### config.mk
export PLATFORM = sky130hd
export DESIGN_NAME = angle_bias_kalman_filter
export DESIGN_NICKNAME = d
export VERILOG_FILES = /design/src/rtl/abkf_pkg.sv /design/src/rtl/abkf_alu.sv /design/src/rtl/angle_bias_kalman_filter.sv
export SDC_FILE = /design/constraint.sdc
export NUM_CORES = 2
export LEC_CHECK = 0
export ABC_AREA = 1
export BUFFER_PORTS_ARGS = -buffer_cell sky130_fd_sc_hd__buf_2
export CORE_MARGIN = 4
export CORE_UTILIZATION = 40
export CTS_CLUSTER_DIAMETER = 80
export DETAILED_ROUTE_END_ITERATION = 12
export SYNTH_ARGS = -nofsm -noshare
export SYNTH_HDL_FRONTEND = slang
export SYNTH_SLANG_ARGS = --single-unit
### constraint.sdc
create_clock -name clk -period 12.8 [get_ports clk]
set_input_delay 1.28 -clock clk [delete_from_list [all_inputs] [get_ports clk]]
set_output_delay 1.28 -clock clk [all_outputs]
set_load 0.005 [all_outputs]
### src/rtl/abkf_pkg.sv
// Shared types, codes and constants of the angle and gyro-bias Kalman filter.
// Holds the micro-program that the sequencer in the top level steps through.
// No dependencies.
package abkf_pkg;

  // Fixed-point and port geometry.
  localparam int FRAC_BITS    = 24;  // fraction bits of the covariance and gain format
  localparam int MUL_DIGIT    = 16;  // multiplier bits consumed per cycle
  localparam int NOISE_W      = 31;
  localparam int CFG_ADDR_W   = 4;
  localparam int NUM_CFG_REGS = 3;

  localparam logic [NOISE_W-1:0] ANGLE_NOISE_RST = 31'd16777;
  localparam logic [NOISE_W-1:0] BIAS_NOISE_RST  = 31'd50332;
  localparam logic [NOISE_W-1:0] MEAS_NOISE_RST  = 31'd503316;

  localparam int STEP_W   = 5;
  localparam int PROG_LEN = 29;

  typedef enum logic [1:0] {
    CMD_UPDATE    = 2'd0,
    CMD_SET_ANGLE = 2'd1,
    CMD_REINIT    = 2'd2
  } cmd_t;

  typedef enum logic [1:0] {
    REG_ANGLE_NOISE = 2'd0,
    REG_BIAS_NOISE  = 2'd1,
    REG_MEAS_NOISE  = 2'd2
  } cfg_reg_t;

  typedef enum logic [1:0] {
    OP_ADD,
    OP_SUB,
    OP_MUL,
    OP_DIV
  } alu_op_t;

  // Operand and destination selects of the shared unit.
  typedef enum logic [4:0] {
    R_ANGLE,
    R_BIAS,
    R_RATE,
    R_C00,
    R_C01,
    R_C10,
    R_C11,
    R_MA,
    R_MR,
    R_DT,
    R_QA,
    R_QB,
    R_MN,
    R_P,
    R_M,
    R_T,
    R_K0,
    R_K1
  } opnd_t;

  typedef enum logic [2:0] {
    AST_IDLE,
    AST_MUL,
    AST_DIV,
    AST_FIN,
    AST_DONE
  } alu_state_t;

  typedef enum logic [1:0] {
    SEQ_IDLE,
    SEQ_ISSUE,
    SEQ_WAIT,
    SEQ_LAST
  } seq_state_t;

  typedef struct packed {
    logic    start;
    alu_op_t op;
  } alu_cmd_t;

  typedef struct packed {
    alu_op_t op;
    opnd_t   dst;
    opnd_t   src_a;
    opnd_t   src_b;
  } prog_step_t;

  function automatic prog_step_t mk_step(alu_op_t op, opnd_t dst, opnd_t a, opnd_t b);
    prog_step_t s;
    s.op    = op;
    s.dst   = dst;
    s.src_a = a;
    s.src_b = b;
    return s;
  endfunction

  // One predict and update pass. P, M, T, K0 and K1 are scratch registers:
  // T holds the innovation variance from step 13 on, M the innovation from
  // step 16 on. The covariance correction reads C00 and C01 before it
  // overwrites them, so no copies are needed.
  function automatic prog_step_t prog_at(logic [STEP_W-1:0] idx);
    prog_step_t s;
    case (idx)
      5'd0:    s = mk_step(OP_SUB, R_RATE,  R_MR,    R_BIAS);
      5'd1:    s = mk_step(OP_MUL, R_P,     R_DT,    R_RATE);
      5'd2:    s = mk_step(OP_ADD, R_ANGLE, R_ANGLE, R_P);
      5'd3:    s = mk_step(OP_MUL, R_M,     R_DT,    R_C11);
      5'd4:    s = mk_step(OP_SUB, R_T,     R_M,     R_C01);
      5'd5:    s = mk_step(OP_SUB, R_T,     R_T,     R_C10);
      5'd6:    s = mk_step(OP_ADD, R_T,     R_T,     R_QA);
      5'd7:    s = mk_step(OP_MUL, R_P,     R_DT,    R_T);
      5'd8:    s = mk_step(OP_ADD, R_C00,   R_C00,   R_P);
      5'd9:    s = mk_step(OP_SUB, R_C01,   R_C01,   R_M);
      5'd10:   s = mk_step(OP_SUB, R_C10,   R_C10,   R_M);
      5'd11:   s = mk_step(OP_MUL, R_P,     R_QB,    R_DT);
      5'd12:   s = mk_step(OP_ADD, R_C11,   R_C11,   R_P);
      5'd13:   s = mk_step(OP_ADD, R_T,     R_C00,   R_MN);
      5'd14:   s = mk_step(OP_DIV, R_K0,    R_C00,   R_T);
      5'd15:   s = mk_step(OP_DIV, R_K1,    R_C10,   R_T);
      5'd16:   s = mk_step(OP_SUB, R_M,     R_MA,    R_ANGLE);
      5'd17:   s = mk_step(OP_MUL, R_P,     R_K0,    R_M);
      5'd18:   s = mk_step(OP_ADD, R_ANGLE, R_ANGLE, R_P);
      5'd19:   s = mk_step(OP_MUL, R_P,     R_K1,    R_M);
      5'd20:   s = mk_step(OP_ADD, R_BIAS,  R_BIAS,  R_P);
      5'd21:   s = mk_step(OP_MUL, R_P,     R_K1,    R_C00);
      5'd22:   s = mk_step(OP_SUB, R_C10,   R_C10,   R_P);
      5'd23:   s = mk_step(OP_MUL, R_P,     R_K1,    R_C01);
      5'd24:   s = mk_step(OP_SUB, R_C11,   R_C11,   R_P);
      5'd25:   s = mk_step(OP_MUL, R_P,     R_K0,    R_C00);
      5'd26:   s = mk_step(OP_SUB, R_C00,   R_C00,   R_P);
      5'd27:   s = mk_step(OP_MUL, R_P,     R_K0,    R_C01);
      5'd28:   s = mk_step(OP_SUB, R_C01,   R_C01,   R_P);
      default: s = mk_step(OP_ADD, R_P,     R_P,     R_P);
    endcase
    return s;
  endfunction

endpackage

### src/rtl/abkf_alu.sv
// Shared arithmetic unit: saturating add and subtract, Q8.24 multiply and
// Q8.24 divide, each result saturated to the signed word range.
// Depends on abkf_pkg.
module abkf_alu #(
  parameter int WORD_WIDTH = 32,
  localparam int EW = (WORD_WIDTH > 32) ? WORD_WIDTH : 32
) (
  input  logic                         clk,
  input  logic                         rst,
  input  abkf_pkg::alu_cmd_t           cmd,
  input  logic signed [EW-1:0]         opa,
  input  logic signed [EW-1:0]         opb,
  output logic                         done,
  output logic signed [WORD_WIDTH-1:0] result
);
  import abkf_pkg::*;

  localparam int NCH = (EW + MUL_DIGIT - 1) / MUL_DIGIT;
  localparam int PW  = NCH * MUL_DIGIT;
  localparam int AW  = EW + PW;
  localparam int MGW = AW - FRAC_BITS;
  localparam int NB  = WORD_WIDTH + FRAC_BITS;
  localparam int RW  = WORD_WIDTH + 1;
  localparam int QW  = WORD_WIDTH + 1;
  localparam int CW  = $clog2(NB + 1);
  localparam logic [MGW-1:0] LIM_POS = {{(MGW-WORD_WIDTH+1){1'b0}}, {(WORD_WIDTH-1){1'b1}}};
  localparam logic [MGW-1:0] LIM_NEG = LIM_POS + 1'b1;

  alu_state_t state, state_next;

  logic [CW-1:0]                cnt;
  logic                         neg;
  logic                         is_div;
  logic                         dz;
  logic                         ovf;
  logic [EW-1:0]                xa;
  logic [PW-1:0]                xb;
  logic [AW-1:0]                acc;
  logic [NB-1:0]                num;
  logic [WORD_WIDTH-1:0]        dv;
  logic [RW-1:0]                rem;
  logic [QW-1:0]                quo;

  logic [EW-1:0]                mag_a, mag_b;
  logic signed [EW:0]           ea, eb, sum_ext;
  logic [EW+MUL_DIGIT-1:0]      pp;
  logic [AW-1:0]                acc_step;
  logic [RW-1:0]                rs, rem_step;
  logic                         qbit;
  logic [MGW-1:0]               mag_fin, lim, sat_mag;
  logic [WORD_WIDTH-1:0]        sat_w;
  logic signed [WORD_WIDTH-1:0] fin_value;

  function automatic logic signed [WORD_WIDTH-1:0] sat_word(logic signed [EW:0] v);
    logic [EW-WORD_WIDTH+1:0] top;
    top = v[EW:WORD_WIDTH-1];
    if ((&top) || !(|top)) begin
      return v[WORD_WIDTH-1:0];
    end else if (v[EW]) begin
      return {1'b1, {(WORD_WIDTH-1){1'b0}}};
    end else begin
      return {1'b0, {(WORD_WIDTH-1){1'b1}}};
    end
  endfunction

  always_comb begin
    mag_a   = opa[EW-1] ? (~opa + 1'b1) : opa;
    mag_b   = opb[EW-1] ? (~opb + 1'b1) : opb;
    ea      = (EW+1)'(opa);
    eb      = (EW+1)'(opb);
    sum_ext = (cmd.op == OP_SUB) ? (ea - eb) : (ea + eb);
  end

  // One digit of the multiplier per cycle, most significant digit first.
  assign pp       = xa * xb[PW-1 -: MUL_DIGIT];
  assign acc_step = (acc << MUL_DIGIT) + AW'(pp);

  // Restoring division, one quotient bit per cycle.
  always_comb begin
    rs       = {rem[RW-2:0], num[NB-1]};
    qbit     = (rs >= {1'b0, dv});
    rem_step = qbit ? (rs - {1'b0, dv}) : rs;
  end

  always_comb begin
    if (is_div) begin
      mag_fin = ovf ? {MGW{1'b1}} : MGW'(quo);
    end else begin
      mag_fin = acc[AW-1:FRAC_BITS];
    end
    lim       = neg ? LIM_NEG : LIM_POS;
    sat_mag   = (mag_fin > lim) ? lim : mag_fin;
    sat_w     = sat_mag[WORD_WIDTH-1:0];
    fin_value = (is_div && dz) ? '0 : (neg ? (~sat_w + 1'b1) : sat_w);
  end

  always_comb begin
    state_next = state;
    case (state)
      AST_IDLE: begin
        if (cmd.start) begin
          case (cmd.op)
            OP_MUL:  state_next = AST_MUL;
            OP_DIV:  state_next = AST_DIV;
            default: state_next = AST_DONE;
          endcase
        end
      end
      AST_MUL: begin
        if (cnt == CW'(NCH - 1)) state_next = AST_FIN;
      end
      AST_DIV: begin
        if (cnt == CW'(NB - 1)) state_next = AST_FIN;
      end
      AST_FIN:  state_next = AST_DONE;
      AST_DONE: state_next = AST_IDLE;
      default:  state_next = AST_IDLE;
    endcase
  end

  always_comb begin
    done = (state == AST_DONE);
  end

  always_ff @(posedge clk) begin
    if (rst) begin
      state <= AST_IDLE;
    end else begin
      state <= state_next;
    end
  end

  always_ff @(posedge clk) begin
    case (state)
      AST_IDLE: begin
        if (cmd.start) begin
          cnt    <= '0;
          neg    <= opa[EW-1] ^ opb[EW-1];
          is_div <= (cmd.op == OP_DIV);
          dz     <= (mag_b == '0);
          ovf    <= 1'b0;
          xa     <= mag_a;
          xb     <= PW'(mag_b);
          acc    <= '0;
          num    <= {mag_a[WORD_WIDTH-1:0], {FRAC_BITS{1'b0}}};
          dv     <= mag_b[WORD_WIDTH-1:0];
          rem    <= '0;
          quo    <= '0;
          result <= sat_word(sum_ext);
        end
      end
      AST_MUL: begin
        acc <= acc_step;
        xb  <= xb << MUL_DIGIT;
        cnt <= cnt + 1'b1;
      end
      AST_DIV: begin
        rem <= rem_step;
        quo <= {quo[QW-2:0], qbit};
        ovf <= ovf | quo[QW-1];
        num <= num << 1;
        cnt <= cnt + 1'b1;
      end
      AST_FIN: begin
        result <= fin_value;
      end
      default: begin
      end
    endcase
  end

endmodule

### src/rtl/angle_bias_kalman_filter.sv
// Top level of the two-state angle and gyro-bias Kalman filter.
// Depends on abkf_pkg and abkf_alu.
//
//   Channel   Direction  Handshake             Contents
//   input     in         in_valid / in_ready   command, measured_angle, measured_rate,
//                                              time_step, start_angle
//   result    out        out_valid / out_ready filtered_angle, unbiased_rate
//   config    in         APB psel / penable    noise registers at 0x0, 0x4, 0x8
//
// An update command runs 17 adds or subtracts, 10 multiplies and two divides on the shared
// unit, between the transfer cycle and the hand-over of the result. The two restoring
// divisions dominate. Set-angle, re-initialise and the unused command skip the
// micro-program and go from the transfer cycle straight to the result.
// Reset is synchronous; it loads the noise defaults and clears estimates and covariance.
// A stalled result does not block the next transfer; the next item then waits in its final
// state until the pending result has been transferred.
module angle_bias_kalman_filter #(
  parameter int WORD_WIDTH = 32
) (
  input  logic                                clk,
  input  logic                                rst,
  input  logic                                in_valid,
  output logic                                in_ready,
  input  logic [1:0]                          command,
  input  logic signed [31:0]                  measured_angle,
  input  logic signed [31:0]                  measured_rate,
  input  logic [30:0]                         time_step,
  input  logic signed [31:0]                  start_angle,
  output logic                                out_valid,
  input  logic                                out_ready,
  output logic signed [31:0]                  filtered_angle,
  output logic signed [31:0]                  unbiased_rate,
  input  logic                                psel,
  input  logic                                penable,
  input  logic                                pwrite,
  input  logic [abkf_pkg::CFG_ADDR_W-1:0]     paddr,
  input  logic [31:0]                         pwdata,
  output logic [31:0]                         prdata,
  output logic                                pready
);
  import abkf_pkg::*;

  // Operands are wide enough for a state word and for a 31-bit noise register.
  localparam int EW = (WORD_WIDTH > 32) ? WORD_WIDTH : 32;

  seq_state_t state, state_next;
  logic [STEP_W-1:0] step;
  prog_step_t        cur;

  // Filter state, kept as signed words.
  logic signed [WORD_WIDTH-1:0] angle, bias, rate;
  logic signed [WORD_WIDTH-1:0] c00, c01, c10, c11;
  // Noise registers.
  logic [NOISE_W-1:0] qa, qb, mn;
  // Latched inputs and scratch registers of the update pass.
  logic signed [WORD_WIDTH-1:0] ma, mr, dt;
  logic signed [WORD_WIDTH-1:0] p, m, t, k0, k1;

  logic                         in_xfer;
  logic                         cfg_wr;
  logic                         wb_en;
  logic                         out_load;
  alu_cmd_t                     alu_cmd;
  logic signed [EW-1:0]         opa, opb;
  logic                         alu_done;
  logic signed [WORD_WIDTH-1:0] alu_y;

  // Saturates an extended value to the signed word range.
  function automatic logic signed [WORD_WIDTH-1:0] sat_word(logic signed [EW:0] v);
    logic [EW-WORD_WIDTH+1:0] top;
    top = v[EW:WORD_WIDTH-1];
    if ((&top) || !(|top)) begin
      return v[WORD_WIDTH-1:0];
    end else if (v[EW]) begin
      return {1'b1, {(WORD_WIDTH-1){1'b0}}};
    end else begin
      return {1'b0, {(WORD_WIDTH-1){1'b1}}};
    end
  endfunction

  // Saturates a state word to the 32-bit result format.
  function automatic logic signed [31:0] to_out(logic signed [WORD_WIDTH-1:0] x);
    logic signed [EW:0] v;
    logic [EW-31:0]     top;
    v   = (EW+1)'(x);
    top = v[EW:31];
    if ((&top) || !(|top)) begin
      return v[31:0];
    end else if (v[EW]) begin
      return 32'sh8000_0000;
    end else begin
      return 32'sh7fff_ffff;
    end
  endfunction

  assign in_xfer = in_valid && in_ready;
  assign cfg_wr  = psel && penable && pwrite && pready;
  assign pready  = 1'b1;
  assign cur     = prog_at(step);

  // Register reads are combinational; the unused fourth slot reads as zero.
  always_comb begin
    case (paddr[CFG_ADDR_W-1:2])
      REG_ANGLE_NOISE: prdata = {1'b0, qa};
      REG_BIAS_NOISE:  prdata = {1'b0, qb};
      REG_MEAS_NOISE:  prdata = {1'b0, mn};
      default:         prdata = '0;
    endcase
  end

  // Operand selection for the shared unit. Words are sign-extended and the noise
  // registers zero-extended, so the unit always sees exact values.
  always_comb begin
    case (cur.src_a)
      R_ANGLE: opa = EW'(angle);
      R_BIAS:  opa = EW'(bias);
      R_RATE:  opa = EW'(rate);
      R_C00:   opa = EW'(c00);
      R_C01:   opa = EW'(c01);
      R_C10:   opa = EW'(c10);
      R_C11:   opa = EW'(c11);
      R_MA:    opa = EW'(ma);
      R_MR:    opa = EW'(mr);
      R_DT:    opa = EW'(dt);
      R_QA:    opa = EW'(qa);
      R_QB:    opa = EW'(qb);
      R_MN:    opa = EW'(mn);
      R_P:     opa = EW'(p);
      R_M:     opa = EW'(m);
      R_T:     opa = EW'(t);
      R_K0:    opa = EW'(k0);
      R_K1:    opa = EW'(k1);
      default: opa = '0;
    endcase
    case (cur.src_b)
      R_ANGLE: opb = EW'(angle);
      R_BIAS:  opb = EW'(bias);
      R_RATE:  opb = EW'(rate);
      R_C00:   opb = EW'(c00);
      R_C01:   opb = EW'(c01);
      R_C10:   opb = EW'(c10);
      R_C11:   opb = EW'(c11);
      R_MA:    opb = EW'(ma);
      R_MR:    opb = EW'(mr);
      R_DT:    opb = EW'(dt);
      R_QA:    opb = EW'(qa);
      R_QB:    opb = EW'(qb);
      R_MN:    opb = EW'(mn);
      R_P:     opb = EW'(p);
      R_M:     opb = EW'(m);
      R_T:     opb = EW'(t);
      R_K0:    opb = EW'(k0);
      R_K1:    opb = EW'(k1);
      default: opb = '0;
    endcase
  end

  abkf_alu #(
    .WORD_WIDTH (WORD_WIDTH)
  ) u_alu (
    .clk    (clk),
    .rst    (rst),
    .cmd    (alu_cmd),
    .opa    (opa),
    .opb    (opb),
    .done   (alu_done),
    .result (alu_y)
  );

  // Sequencer: an update walks the micro-program one step at a time, issuing a step
  // and waiting for the shared unit before writing its result back. The other
  // commands change the state in the transfer cycle and go straight to the result.
  always_comb begin
    state_next = state;
    case (state)
      SEQ_IDLE: begin
        if (in_valid) begin
          state_next = (command == CMD_UPDATE) ? SEQ_ISSUE : SEQ_LAST;
        end
      end
      SEQ_ISSUE: state_next = SEQ_WAIT;
      SEQ_WAIT: begin
        if (alu_done) begin
          state_next = (step == STEP_W'(PROG_LEN - 1)) ? SEQ_LAST : SEQ_ISSUE;
        end
      end
      SEQ_LAST: begin
        if (!out_valid || out_ready) state_next = SEQ_IDLE;
      end
      default: state_next = SEQ_IDLE;
    endcase
  end

  always_comb begin
    in_ready      = (state == SEQ_IDLE);
    alu_cmd.start = (state == SEQ_ISSUE);
    alu_cmd.op    = cur.op;
    wb_en         = (state == SEQ_WAIT) && alu_done;
    out_load      = (state == SEQ_LAST) && (!out_valid || out_ready);
  end

  always_ff @(posedge clk) begin
    if (rst) begin
      state     <= SEQ_IDLE;
      step      <= '0;
      out_valid <= 1'b0;
    end else begin
      state <= state_next;
      if (in_xfer) begin
        step <= '0;
      end else if (wb_en) begin
        step <= step + 1'b1;
      end
      if (out_load) begin
        out_valid <= 1'b1;
      end else if (out_ready) begin
        out_valid <= 1'b0;
      end
    end
  end

  // Filter state and noise registers. The user must write configuration only while the block
  // is idle, so that a write never meets a write-back; the block does not enforce this.
  always_ff @(posedge clk) begin
    if (rst) begin
      angle <= '0;
      bias  <= '0;
      rate  <= '0;
      c00   <= '0;
      c01   <= '0;
      c10   <= '0;
      c11   <= '0;
      qa    <= ANGLE_NOISE_RST;
      qb    <= BIAS_NOISE_RST;
      mn    <= MEAS_NOISE_RST;
    end else begin
      if (cfg_wr) begin
        case (paddr[CFG_ADDR_W-1:2])
          REG_ANGLE_NOISE: qa <= pwdata[NOISE_W-1:0];
          REG_BIAS_NOISE:  qb <= pwdata[NOISE_W-1:0];
          REG_MEAS_NOISE:  mn <= pwdata[NOISE_W-1:0];
          default: begin
          end
        endcase
      end
      if (in_xfer) begin
        // The rate of the last update is kept by both loading commands.
        case (command)
          CMD_SET_ANGLE: angle <= sat_word((EW+1)'(start_angle));
          CMD_REINIT: begin
            angle <= sat_word((EW+1)'(start_angle));
            bias  <= '0;
            c00   <= '0;
            c01   <= '0;
            c10   <= '0;
            c11   <= '0;
          end
          default: begin
          end
        endcase
      end
      if (wb_en) begin
        case (cur.dst)
          R_ANGLE: angle <= alu_y;
          R_BIAS:  bias  <= alu_y;
          R_RATE:  rate  <= alu_y;
          R_C00:   c00   <= alu_y;
          R_C01:   c01   <= alu_y;
          R_C10:   c10   <= alu_y;
          R_C11:   c11   <= alu_y;
          default: begin
          end
        endcase
      end
    end
  end

  // Latched inputs, scratch registers and the result register.
  always_ff @(posedge clk) begin
    if (in_xfer) begin
      ma <= sat_word((EW+1)'(measured_angle));
      mr <= sat_word((EW+1)'(measured_rate));
      dt <= sat_word((EW+1)'(time_step));
    end
    if (wb_en) begin
      case (cur.dst)
        R_P:  p  <= alu_y;
        R_M:  m  <= alu_y;
        R_T:  t  <= alu_y;
        R_K0: k0 <= alu_y;
        R_K1: k1 <= alu_y;
        default: begin
        end
      endcase
    end
    if (out_load) begin
      filtered_angle <= to_out(angle);
      unbiased_rate  <= to_out(rate);
    end
  end

endmodule

## After elaboration in Yosys (flattened, before gate mapping)

Memories as Yosys holds them, arrays and structs flattened. A register that Yosys moved wholly into a read port is not among the register bits.
Cells that the tools add are included.

- $add $sub $neg: 9
- Multiply operators: 1
- $lt $le $gt $ge: 2
- Equality and inequality tests: 68
- Muxes and demuxes: 69
- Bitwise operators: 5
- Reduce and logical (&&, ||, !) cells: 44

Operators with widths:

| cell | count |
|---|---|
| $pmux 32 s18 | 2 |
| $mux 32 | 35 |
| $pmux 32 s2 | 3 |
| $pmux 64 s2 | 1 |
| $pmux 56 s2 | 1 |
| $add 32x1->32 const B | 3 |
| $not 32->32 | 3 |
| $eq 5x4->1 const B | 19 |
| $pmux 31 s3 | 1 |
| $mux 40 | 2 |
| $mux 33 | 2 |
| $pmux 33 s2 | 1 |
| $add 64x48->64 | 1 |
| $mux 64 | 1 |
| $mux 56 | 1 |
| $eq 5x3->1 const B | 11 |
| $mul 32x16->48 | 1 |
| $gt 40x32->1 | 1 |
| $eq 5x5->1 const B | 7 |
| $add 32x32->33 | 1 |
| $ge 33x32->1 | 1 |
| $sub 32x32->33 | 1 |
| $logic_not 32->1 | 1 |
| $sub 32x32->32 | 1 |
| other kinds (35) | 97 |

- Register bits after elaboration: 970
- Memory bits (read-only): 512
- Bits of input ports: 172
- Output and inout port bits: 99
- Logic and storage cells: 236
- Memories: 1

Memories:

| memory | words | width | rd ports | clocked after memory_dff | write ports | RTL line | source |
|---|---|---|---|---|---|---|---|
| (name not given) | 32 | 16 | 1 | 1 | 0 | abkf_pkg.sv:103 | `case (idx)` |

## Logic depth before layout (Yosys ltp)

- Depth after elaboration: 10
- Gate-level depth with buffers: 35
- Mapped depth without buffers: 32

## Cells and area by module

From an unflattened synthesis, not the netlist that was laid out.

- Cells, all modules: 8798
- Area total of the unflattened synthesis: 69635.5 um2

Modules (own cells, without submodules):

| module | times used | cells an instance | area an instance (um2) | seq. area each (um2) |
|---|---|---|---|---|
| abkf_alu | 1 | 4975 | 38320.5 | 9038.7 |
| angle_bias_kalman_filter | 1 | 3823 | 31315.0 | 16405.7 |

## Least setup slack after synthesis

No wires, ideal clock.

- Path type: register to register
- Start point: register u_alu.state[0]
- End point: register u_alu.num[24], enable pin
- Setup time: 460 ps
- Arrival: 6104 ps
- Data required time: 12340 ps
- Setup slack: 6236 ps
- Stages on the path, launching flop included: 8
- Buffers on the path: 0
- Period minus slack after synthesis: 6564 ps
- Cell sequence: dfxtp_1 -> nor2_1 -> inv_1 -> nor2_1 -> inv_1 -> nor2_1 -> inv_1 -> nand2_1

- Word-level cells in the longest chain between the ends: 3
- Elaborated cells between the ends (all ways): 5
- Those cells by class: eq/ne (2); reduce/logical (3)

RTL lines:

| what | RTL line | source |
|---|---|---|
| start, declared | abkf_alu.sv:29 | `alu_state_t state, state_next;` |
| start signal, assigned | abkf_alu.sv:129 | `state <= state_next;` |
| $eq 3x2->1 or $logic_not 3->1 (tied branches) | abkf_alu.sv:134 | `case (state)` |
| $reduce_bool 2->1 (no line) or $ne 2x2->1 (tied branches) | n/a |  |
| $reduce_and 2->1 (no line) (*) | n/a |  |
| end signal, assigned | abkf_alu.sv:145 | `num <= {mag_a[WORD_WIDTH-1:0], {FRAC_BITS{1'b0}}};` |
| end signal, assigned | abkf_alu.sv:161 | `num <= num << 1;` |
| end, declared | abkf_alu.sv:39 | `logic [NB-1:0] num;` |

Mark *: on every way between the ends. The rest lies on a longest branch, timed or not.
A chain may end at the register's enable or synchronous reset.

## Worst setup path in the final report

- Start point: register, netlist name cur[1]
- End point: register u_alu.result[11] (data pin)

- Word-level cells in the longest chain between the ends: 10
- Elaborated cells between the ends (all ways): 30
- Those cells by class: add/sub (2); eq/ne (17); mux (6); reduce/logical (5)

RTL lines:

| what | RTL line | source |
|---|---|---|
| $eq 5x5->1 (tied with other cells) | angle_bias_kalman_filter.sv:135 | `case (cur.src_b)` |
| $pmux 32 s18 (*) | angle_bias_kalman_filter.sv:135 |  |
| $add 32x32->33 or $sub 32x32->33 (tied branches) | abkf_alu.sv:71 | `sum_ext = (cmd.op == OP_SUB) ? (ea - eb) : (ea + eb);` |
| $mux 33 (*) | abkf_alu.sv:71 |  |
| $reduce_or 2->1 | abkf_alu.sv:57 | `if ((&top) \|\| !(\|top)) begin` |
| $logic_not 1->1 | abkf_alu.sv:57 |  |
| $logic_or 1x1->1 | abkf_alu.sv:57 |  |
| $mux 32 (*) | abkf_alu.sv:57 |  |
| $mux 32 (*) | abkf_alu.sv:136 | `if (cmd.start) begin` |
| $pmux 32 s2 (*) | abkf_alu.sv:134 |  |
| end signal, assigned | abkf_alu.sv:149 | `result <= sat_word(sum_ext);` |
| end signal, assigned | abkf_alu.sv:165 | `result <= fin_value;` |
| end, declared | abkf_alu.sv:14 | `output logic signed [WORD_WIDTH-1:0] result` |

Mark *: on every way between the ends. The rest lies on a longest branch, timed or not. The select of a mux whose other input is x is not followed.

==> out/qor.csv <==
metric,value,unit
worst_pin_slew,1380,ps
worstSkewPairLatency,810,ps
final_area,78200,µm²
maxCapViolCount,0,
grt_usage,0.322,
synth-edff-count,618,
num_vias,65237,
dpl.cell_count,11404,
ctsResizeCount,0,
start_kind,flip-flop,
core,174000,µm²
cpPeakStageDelay,620,ps
antenna_found_initial,17,
wl_per_cell,25.6,µm
cts.reportedPaths.clkPinSlew,60,ps
drc,0,
cts_buffers,114,
drt-total-wl,298000,µm
fmax,132,MHz
synth_common_cells,"nand2_1, inv_1, nor2_1, edfxtp_1, a21oi_1",
finalHoldViolCount,0,
nets,10071,
htree_num_levels,3,
rsz0062_at_grt,false,
whs_path_depth,0,
synth_most_common_cell,nand2_1,
arrival,8040,ps
synth_nets,9979,
netlist_top_cells_area,"edfxtp_1, nand2_1, fa_1",
setup_viol,0,
crit_required,13290,ps
critPathCaptureType,flip-flop,
place.gp.congestion,1.01,
die_area,183000,µm²
synth_area,70400,µm²
drive_gt1_frac,0.0766,
tns,0,ps
top_regs,"u_alu.acc x64, u_alu.quo x33",
async_flop_share,0,
syn_avg_cell_area,7.73,µm²
critical-path-top-delay-family,simple AND/OR/NAND/NOR gates,
synth_top_area_share,0.264,
die_w,427,µm
synth.largest_area_cell,edfxtp_1,
die_y,427,µm
crit_type,reg2reg,
yosysUniqueCellTypes,59,
area_growth,11.1,%
ios,271,
cts-root-buf,clkbuf_16,
worst-path-max-fanout,29,
postRouteAntennaNets,0,
grt_max_degree,83,
io_buffers,265,
yosysSeqAreaShare,0.362,
fin_crit,7550,ps
cts_tree,done,
maxSlewHeadroom,0.0809,
postCtsSetupRepairBufs,0,
gr-total-overflow,0,
dpl.hpwl,216000,µm
hold_buffers,0,
regMostFlops,u_alu.acc,
initial_utilization,0.403,
outcome,completed,
vias_per_cell,5.61,
finClkSkew,90.2,ps
synthFlopType,edfxtp_1,
cp.depth,29,
drv_slew,0,
grt_pass1_vias,62563,
clk_path_buf_depth,3,
rows,153,
placed_cell_area,74100,µm²
grt_pass1_wl,431000,µm
clkSinkCount,962,
ys_warn_count,0,
fin_cells,11624,
first_pass_iters,8,
crit_top_cell,nand2_1,
fin_crit_sh,0.590,
syn_inst,9103,
largest_reg_flops,64,
drt-initial-drc-count,7652,
crit_buf_inv,3,
synth_seq_cells,962,
min_path_type,reg2reg,
critPathSlowestCell,nand3_1,
ff2ff_path_depth,29,
[per-stage QoR]
stage	hold WS, ps	utilization	worst slack (ps)
floorplan	408	-	6240
global placement	429	0.425	5380
detailed placement	433	0.425	5320
CTS	447	0.448	5300
global route	466	0.448	4930
finish	452	0.448	5250
[routing by layer]
| metal | track usage | up-vias | wire length (µm) |
|---|---|---|---|
| li1 | - | 29431 | - |
| met1 | 0.414 | 31267 | 116000 |
| met2 | 0.493 | 3604 | 128000 |
| met3 | 0.0710 | 921 | 30400 |
| met4 | 0.199 | 14 | 23000 |
| met5 | 0 | - | 82 |
[cell usage in the layout (no fill, tap or decap), types with 264 or more instances in the layout]
| cell type | instances |
|---|---|
| o21ai_0 | 442 |
| nor2_1 | 775 |
| fa_1 | 452 |
| dfxtp_1 | 344 |
| nand3_1 | 472 |
| inv_1 | 1485 |
| edfxtp_1 | 618 |
| buf_2 | 264 |
| a21oi_1 | 484 |
| nand2_1 | 2479 |
[final timing paths]
kind                                 from            endpoint  slack (ps)
worst max-delay path               cur[1]    u_alu.result[11]        5250
worst min-delay path            angle[17]  filtered_angle[17]         450
worst max register to register     cur[1]    u_alu.result[11]        5250
worst min register to register  angle[17]  filtered_angle[17]         450
[kinds of logic after synthesis]
logic type               count (synthesis)  synth area share
AND/OR/NAND/NOR                       3984             0.229
other                                    2          0.000107
XOR/XNOR                                80           0.00996
adder cells (fa/ha/maj)                704             0.173
multiplexers                            13           0.00208
flip-flops                             962             0.362
AO/OA/AOI/OAI                         1423             0.119
buffers and inverters                 1935             0.105
[layout make-up]
type / instances / area, µm²
repair buffers: 399 / 2340
diodes: 5 / 12.5
inverters: 1512 / 5680
multi-input cells: 6206 / 37800
flip-flops and latches: 962 / 25400
fillers: 17454 / 96200
well taps: 2325 / 2910
clock inverters: 80 / 980
clock buffers: 135 / 3060
Power is not shown: default switching activity piles up to over one toggle a cycle in this logic, so the estimate is an artifact.
